File: src/rtl/gcd_pkg.sv
// Shared constants, tables and a helper function of the great-circle distance core.
package gcd_pkg;

  localparam int CORDIC_STEPS = 30;
  localparam int ROOT_BITS = 31;

  localparam logic signed [31:0] ONE_Q30 = 32'sd1073741824;
  localparam logic signed [32:0] CORDIC_START = 33'sd652032874;
  localparam logic [30:0] PI_Q29 = 31'd1686629713;
  localparam logic signed [33:0] TURN_DEG = 34'sd1509949440;
  localparam logic [31:0] RECIP_45 = 32'd3054198966;
  localparam logic [6:0] DIV_45 = 7'd45;
  localparam logic [22:0] RADIUS_RESET = 23'd6371000;

  localparam logic [2:0] ADDR_RADIUS = 3'd0;

  localparam logic [6:0] FRAC_TAB [0:44] = '{
    7'd0, 7'd2, 7'd5, 7'd8, 7'd11, 7'd14, 7'd17, 7'd19, 7'd22, 7'd25,
    7'd28, 7'd31, 7'd34, 7'd36, 7'd39, 7'd42, 7'd45, 7'd48, 7'd51, 7'd54,
    7'd56, 7'd59, 7'd62, 7'd65, 7'd68, 7'd71, 7'd73, 7'd76, 7'd79, 7'd82,
    7'd85, 7'd88, 7'd91, 7'd93, 7'd96, 7'd99, 7'd102, 7'd105, 7'd108, 7'd110,
    7'd113, 7'd116, 7'd119, 7'd122, 7'd125
  };

  localparam logic [31:0] ATAN_TURN [0:CORDIC_STEPS-1] = '{
    32'h20000000, 32'h12E4051E, 32'h09FB385B, 32'h051111D4, 32'h028B0D43,
    32'h0145D7E1, 32'h00A2F61E, 32'h00517C55, 32'h0028BE53, 32'h00145F2F,
    32'h000A2F98, 32'h000517CC, 32'h00028BE6, 32'h000145F3, 32'h0000A2FA,
    32'h0000517D, 32'h000028BE, 32'h0000145F, 32'h00000A30, 32'h00000518,
    32'h0000028C, 32'h00000146, 32'h000000A3, 32'h00000051, 32'h00000029,
    32'h00000014, 32'h0000000A, 32'h00000005, 32'h00000003, 32'h00000001
  };

  function automatic logic signed [31:0] clamp_q30(input logic signed [32:0] v);
    logic signed [31:0] r;
    if (v > 33'(ONE_Q30)) begin
      r = ONE_Q30;
    end else if (v < -33'(ONE_Q30)) begin
      r = -ONE_Q30;
    end else begin
      r = 32'(v);
    end
    return r;
  endfunction

endpackage

File: src/rtl/gcd_sqrt.sv
// Pipelined floor square root of a Q30 value, one root bit per stage.
module gcd_sqrt (
  input  logic        clk,
  input  logic        rst,
  input  logic        en,
  input  logic        vld_in,
  input  logic [30:0] val,
  output logic        vld_out,
  output logic [30:0] root
);

  localparam int NB = gcd_pkg::ROOT_BITS;

  logic [60:0] rem [0:NB];
  logic [61:0] res [0:NB];
  logic [NB:0] vld;

  always_ff @(posedge clk) begin
    if (en) begin
      rem[0] <= {val, 30'd0};
      res[0] <= '0;
    end
  end

  for (genvar j = 0; j < NB; j++) begin : g_bit
    localparam logic [61:0] BIT = 62'd1 << (2 * (NB - 1 - j));
    logic [61:0] trial;
    assign trial = res[j] + BIT;
    always_ff @(posedge clk) begin
      if (en) begin
        if ({1'b0, rem[j]} >= trial) begin
          rem[j+1] <= rem[j] - 61'(trial);
          res[j+1] <= (res[j] >> 1) + BIT;
        end else begin
          rem[j+1] <= rem[j];
          res[j+1] <= res[j] >> 1;
        end
      end
    end
  end

  always_ff @(posedge clk) begin
    if (rst) begin
      vld <= '0;
    end else if (en) begin
      vld <= {vld[NB-1:0], vld_in};
    end
  end

  assign root = res[NB][30:0];
  assign vld_out = vld[NB];

endmodule

File: config.mk
export PLATFORM = sky130hd
export DESIGN_NAME = gcd_sqrt
export DESIGN_NICKNAME = d
export VERILOG_FILES = /design/src/rtl/gcd_pkg.sv /design/src/rtl/gcd_sqrt.sv
export SDC_FILE = /design/constraint.sdc
export NUM_CORES = 2
export LEC_CHECK = 0
export ABC_CLOCK_PERIOD_IN_PS = 12700
export BUFFER_PORTS_ARGS = -buffer_cell sky130_fd_sc_hd__buf_4
export CORE_UTILIZATION = 65
export CTS_BUF_LIST = sky130_fd_sc_hd__clkbuf_16
export DETAILED_ROUTE_END_ITERATION = 16
export HOLD_SLACK_MARGIN = 0.08
export PLACE_DENSITY_LB_ADDON = 0.08
export SYNTH_ARGS = -nofsm -noshare
export SYNTH_HDL_FRONTEND = slang
export SYNTH_SLANG_ARGS = --single-unit
File: constraint.sdc
create_clock -name clk -period 12.7 [get_ports clk]
set_clock_uncertainty 0.1 [all_clocks]
set_input_delay 1.27 -clock clk [delete_from_list [all_inputs] [get_ports clk]]
set_output_delay 1.27 -clock clk [all_outputs]
set_load 0.01 [all_outputs]
### Word level (Yosys, flattened, before mapping)

Memories as Yosys holds them, arrays and structs flattened.
Cells that the tools add are included.

* word-level logic and storage cells: 439
* memory bits (read-only): 0
* register bits after elaboration: 32
* latch bits: 0
* memories: 2
* bits in writable memories: 3936

Memory list
* res: words 32, width 62, rd ports 32, clocked after memory_dff 0, wr ports 32, line gcd_sqrt.sv:15 `logic [61:0] res [0:NB];`
* rem: words 32, width 61, rd ports 31, clocked after memory_dff 0, wr ports 32, line gcd_sqrt.sv:14 `logic [60:0] rem [0:NB];`

* shift-type cells: 0
* bitwise logic cells: 62
* add/subtract/negate cells: 93
* multiply operators: 0
* multiplexer cells: 250
* reductions and logical operators: 0
* order comparisons: 31
* divide/modulo/power cells: 0
* eq/ne operators: 0

Operators by type and width (number)
* 61-bit by 62-bit greater-or-equal comparator with 1-bit output: 31
* 62-bit 2-to-1 mux: 31
* 61-bit 2-to-1 mux: 31
* 61-bit subtractor: 31
* 1-bit 2-to-1 mux: 188
* 61-bit by 1-bit adder with 62-bit output, second input constant: 1
* 61-bit by 11-bit adder with 62-bit output, second input constant: 1
* 61-bit by 13-bit adder with 62-bit output, second input constant: 1
* 61-bit by 15-bit adder with 62-bit output, second input constant: 1
* 61-bit by 17-bit adder with 62-bit output, second input constant: 1
* 61-bit by 19-bit adder with 62-bit output, second input constant: 1
* 61-bit by 21-bit adder with 62-bit output, second input constant: 1
* 61-bit by 23-bit adder with 62-bit output, second input constant: 1
* 61-bit by 25-bit adder with 62-bit output, second input constant: 1
* 61-bit by 27-bit adder with 62-bit output, second input constant: 1
* 61-bit by 29-bit adder with 62-bit output, second input constant: 1
* 61-bit by 3-bit adder with 62-bit output, second input constant: 1
* 61-bit by 31-bit adder with 62-bit output, second input constant: 1
* 61-bit by 33-bit adder with 62-bit output, second input constant: 1
* 61-bit by 35-bit adder with 62-bit output, second input constant: 1
* 61-bit by 37-bit adder with 62-bit output, second input constant: 1
* 61-bit by 39-bit adder with 62-bit output, second input constant: 1
* 61-bit by 41-bit adder with 62-bit output, second input constant: 1
* 61-bit by 43-bit adder with 62-bit output, second input constant: 1
* 44 further kinds: 105

### Longest topological paths before layout

* word-level depth: 6
* mapped depth: 15
* gate-level depth less buffers: 13

### Worst setup path before layout

No wires, ideal clock.

* kind: input port to flip-flop
* start point: input port en
* end point: memory rem[30][2], in the netlist rem[1][856], enable pin
* slack: 7.416 ns
* required time: 12.122 ns
* cell stages on the path: 5
* path buffers: 5
* library setup time: 0.478 ns
* arrival time: 4.706 ns
* path through: clkbuf_1 > clkbuf_1 > clkbuf_1 > clkbuf_1 > clkbuf_1

RTL lines
* from (decl): line gcd_sqrt.sv:5 `input logic en,`
* to (decl): line gcd_sqrt.sv:14

==> flow_metrics.py <==
metrics = {
    "timing": {
        "post-route-period-util_pct": 40.68,
        "period_needed_ns": 5.166,
        "final_worst_slack_ns": 7.534,
        "worst_slew_margin_pct": 16.89,
        "final_hold_viol_count": 0,
        "worst_pin_slew_ns": 1.247,
        "fin_tns_setup_ns": 0,
        "maxClockFrequency_ghz": 0.1936,
        "slew_violations": 0,
        "final_setup_violations": 0,
        "rsz0062_at_grt": "no",
    },
    "place": {
        "placement.io_buffers": 66,
        "dp.final_hpwl_mm": 151.0,
        "dpl_worst_slack_ns": 6.794,
        "placer_congestion": 0.9429,
        "post-place-cells": 9598,
    },
    "route": {
        "detail_route.iter0.violations": 6136,
        "drt_pass1_iterations": 6,
        "drt-total-wl_mm": 203.2,
        "wl_per_cell_um": 20.48,
        "via_total_after_detailed_routing": 60920,
        "vias_per_cell": 6.139,
        "post-route-drc-count": 0,
        "final_antenna_net_count": 0,
    },
    "clocking": {
        "worstSkewPairLatency_ns": 0.82,
        "cts_made_buffers": 176,
        "cts_hold_repair.buffers": 0,
        "cts_setup_buffers": 0,
        "max-clock-path-buffers": 3,
        "tritoncts": "yes",
        "clk_pin_slew_worst_paths_ns": 0.06,
        "cts-htree-levels": 4,
        "clk_root_buffer_cell": "sky130_fd_sc_hd__clkbuf_16",
        "cts.sink_count": 1685,
        "ctsResizeCount": 0,
    },
    "cells_and_area": {
        "areaGrowthSynthToFinish_pct": 9.599,
        "layout.area.seq_um2": 50280,
        "layout.core_utilization_pct": 72.10,
        "fillers": 9415,
        "final_layout_size_suffix_gt1_share_pct": 6.435,
        "footprint_of_the_multi_input_gates_um2": 36070,
        "fin_nets": 8540,
        "antenna-diode-count": 0,
        "instances_no_fill": 9924,
    },
    "floorplan": {
        "core-area_um2": 136000,
        "die_area_um2": 139100,
        "pin_count": 67,
        "rows": 135,
        "die_width_um": 373.0,
        "initial_core_util_pct": 65.79,
        "floorplan.die.height_um": 373.0,
    },
    "grt": {
        "grt_util_met3_pct": 4.138,
        "via_count_of_the_first_global_routing_pass": 58443,
        "gr-usage-all-layers_pct": 29.16,
        "grt_first_pass_wirelength_mm": 321.6,
        "grt_start_max_net_pins": 146,
        "grt_max_usage_layer": "met2",
        "globalRouteMet1Util_pct": 41.94,
        "gr_met2_demand_resource_pct": 46.67,
        "antenna_violations_before_repair": 1,
        "total_global_routing_overflow": 0,
    },
    "setup_path": {
        "path_common_cell": "sky130_fd_sc_hd__buf_4",
        "r2r_setup_slack_ns": 8.01,
        "setup.worst_path.class": "in -> reg",
        "critPathMaxStageDelay_ns": 0.75,
        "category_of_the_worst_setup_path_capture_point": "flip-flop",
        "path_max_fanout": 109,
        "cp_data_arrival_time_ns": 5.61,
        "critical_path.cell_chain": "buf_16 > buf_4 > buf_4 > buf_4 > nor2b_1 > nand4_1 > a21oi_1 > nand3b_1 > or3_1 > a211oi_1 > xor2_1",
        "worst_setup_path_start_kind": "primary input",
        "cp_num_buf_inv": 4,
        "crit_slowest_cell": "sky130_fd_sc_hd__buf_4",
        "cp.required_ns": 13.14,
        "critical-path-top-delay-family": "buffers and inverters",
    },
    "yosys": {
        "area_of_the_mapped_netlist_um2": 89460,
        "synth.top_cells.by_count": "sky130_fd_sc_hd__edfxtp_1, sky130_fd_sc_hd__nand2_1, sky130_fd_sc_hd__inv_1",
        "synthTopCellsByArea": "sky130_fd_sc_hd__edfxtp_1, sky130_fd_sc_hd__ha_1, sky130_fd_sc_hd__xor2_1, sky130_fd_sc_hd__xnor2_1, sky130_fd_sc_hd__o21ai_0",
        "synth.avg_cell_area_um2": 11.32,
        "yosysWarnings": 0,
        "seq_area_frac_synth_pct": 56.20,
        "yosys_most_used_dff": "sky130_fd_sc_hd__edfxtp_1",
        "syn_nets": 8444,
        "synth_seq_cells": 1685,
        "yosysTopAreaCellShare_pct": 55.49,
        "post-synth-top-count-cell": "sky130_fd_sc_hd__edfxtp_1",
        "synth-async-reset-ratio_pct": 0,
        "post_synth_inst_count": 7900,
        "synth_edf_count": 1653,
        "synth_top_area_cell": "sky130_fd_sc_hd__edfxtp_1",
        "yosys.cell_types.count": 95,
    },
    "power_and_ir_drop": {
        "clock_power_share_pct": 30.8,
        "pwr-share-comb_pct": 23.6,
        "power.sequential.fraction_pct": 45.7,
        "cellInternalPower_uw": 11910,
        "leakagePower_uw": 0.03781,
        "design_power_total_uw": 17260,
        "power.share.switching_pct": 30.99,
        "vdd.ir_drop.worst_uv": 140.9,
        "switching_power_uw": 5349,
        "power.density_nw_per_um2": 176.0,
    },
    "outcome": {
        "run_status": "completed",
    },
    "min_path": {
        "hold_path_class": "reg -> reg",
    },
    "run": {
        "max_cap_viol_count": 0,
    },
}
==> stage by stage <==
| step | hold WS, ns | instance area [um^2] |
|---|---|---|
| after floorplan | 0.3003 | 89460 |
| after global placement | 0.3034 | 91940 |
| after detailed placement | 0.3056 | 91940 |
| after CTS | 0.3224 | 98040 |
| after global routing | 0.3259 | 98040 |
| final | 0.3199 | 98040 |
==> cells in the final DEF (no fill, tap or decap), drive strengths merged, types with 47 or more instances in the layout <==
| master | instances |
|---|---|
| edfxtp | 1653 |
| nand2 | 705 |
| inv | 678 |
| o21ai | 559 |
| ha | 494 |
| nor2 | 466 |
| a21oi | 442 |
| xor2 | 408 |
| xnor2 | 355 |
| nor3 | 226 |
| a21o | 194 |
| nor4 | 182 |
| clkbuf | 177 |
| nand3 | 131 |
| buf | 119 |
| nand2b | 106 |
| or3 | 96 |
| nand4 | 94 |
| clkinv | 81 |
| o21a | 78 |
| nor2b | 64 |
| o21bai | 60 |
| or4 | 47 |
==> final cells by class <==
class | count | share of cell area (%)
clock buffers | 176 | 4.492
clock inverters | 149 | 1.725
inverters | 650 | 2.489
multi-input cells | 5363 | 36.79
flip-flops and latches | 1685 | 51.28
well taps | 1781 | 2.273
repair buffers | 120 | 0.9495
==> cell families (layout without fill, tap and decap cells) <==
| logic type | after synthesis | after routing | share of synthesized area [%] |
|---|---|---|---|
| buffers and inverters | 852 | 1095 | 3.595 |
| XOR/XNOR | 763 | 763 | 7.470 |
| multiplexers | 74 | 74 | 0.8756 |
| AO/OA/AOI/OAI | 1662 | 1662 | 11.43 |
| AND/OR/NAND/NOR | 2355 | 2355 | 13.18 |
| flip-flops | 1685 | 1685 | 56.20 |
| adder cells (fa/ha/maj) | 509 | 509 | 7.245 |
==> per-layer routing <==
metal	part of all wire (%)	vias up
met5	0	-
met4	2.4	0
met3	6.6	355
met2	46	1981
met1	45	29414
li1	-	29170
==> path summary, 6_finish.rpt <==
path / start / to / depth (start not counted)
setup / recovery: en / rem[1][425] / 11
hold / removal: rem[0][30] / rem[0][91] / 0
setup reg to reg: rem[1][478] / rem[1][540] / 11
hold reg to reg: rem[0][30] / rem[0][91] / 0
==> power groups by stage <==
stage	Sequential (uW)	Combinational, uW	Clock, uW
after floorplan	7640	3130	0
after global placement	7960	3890	0
after detailed placement	7960	3980	0
after CTS	7860	4020	5400
after global routing	7950	4510	5600
final	7880	4070	5310
==> sequential cells by signal (all words and copies together), names as in the netlist <==
signal  count
vld        32
rem      1157
res       496
Power figures use the tool's default switching activity.
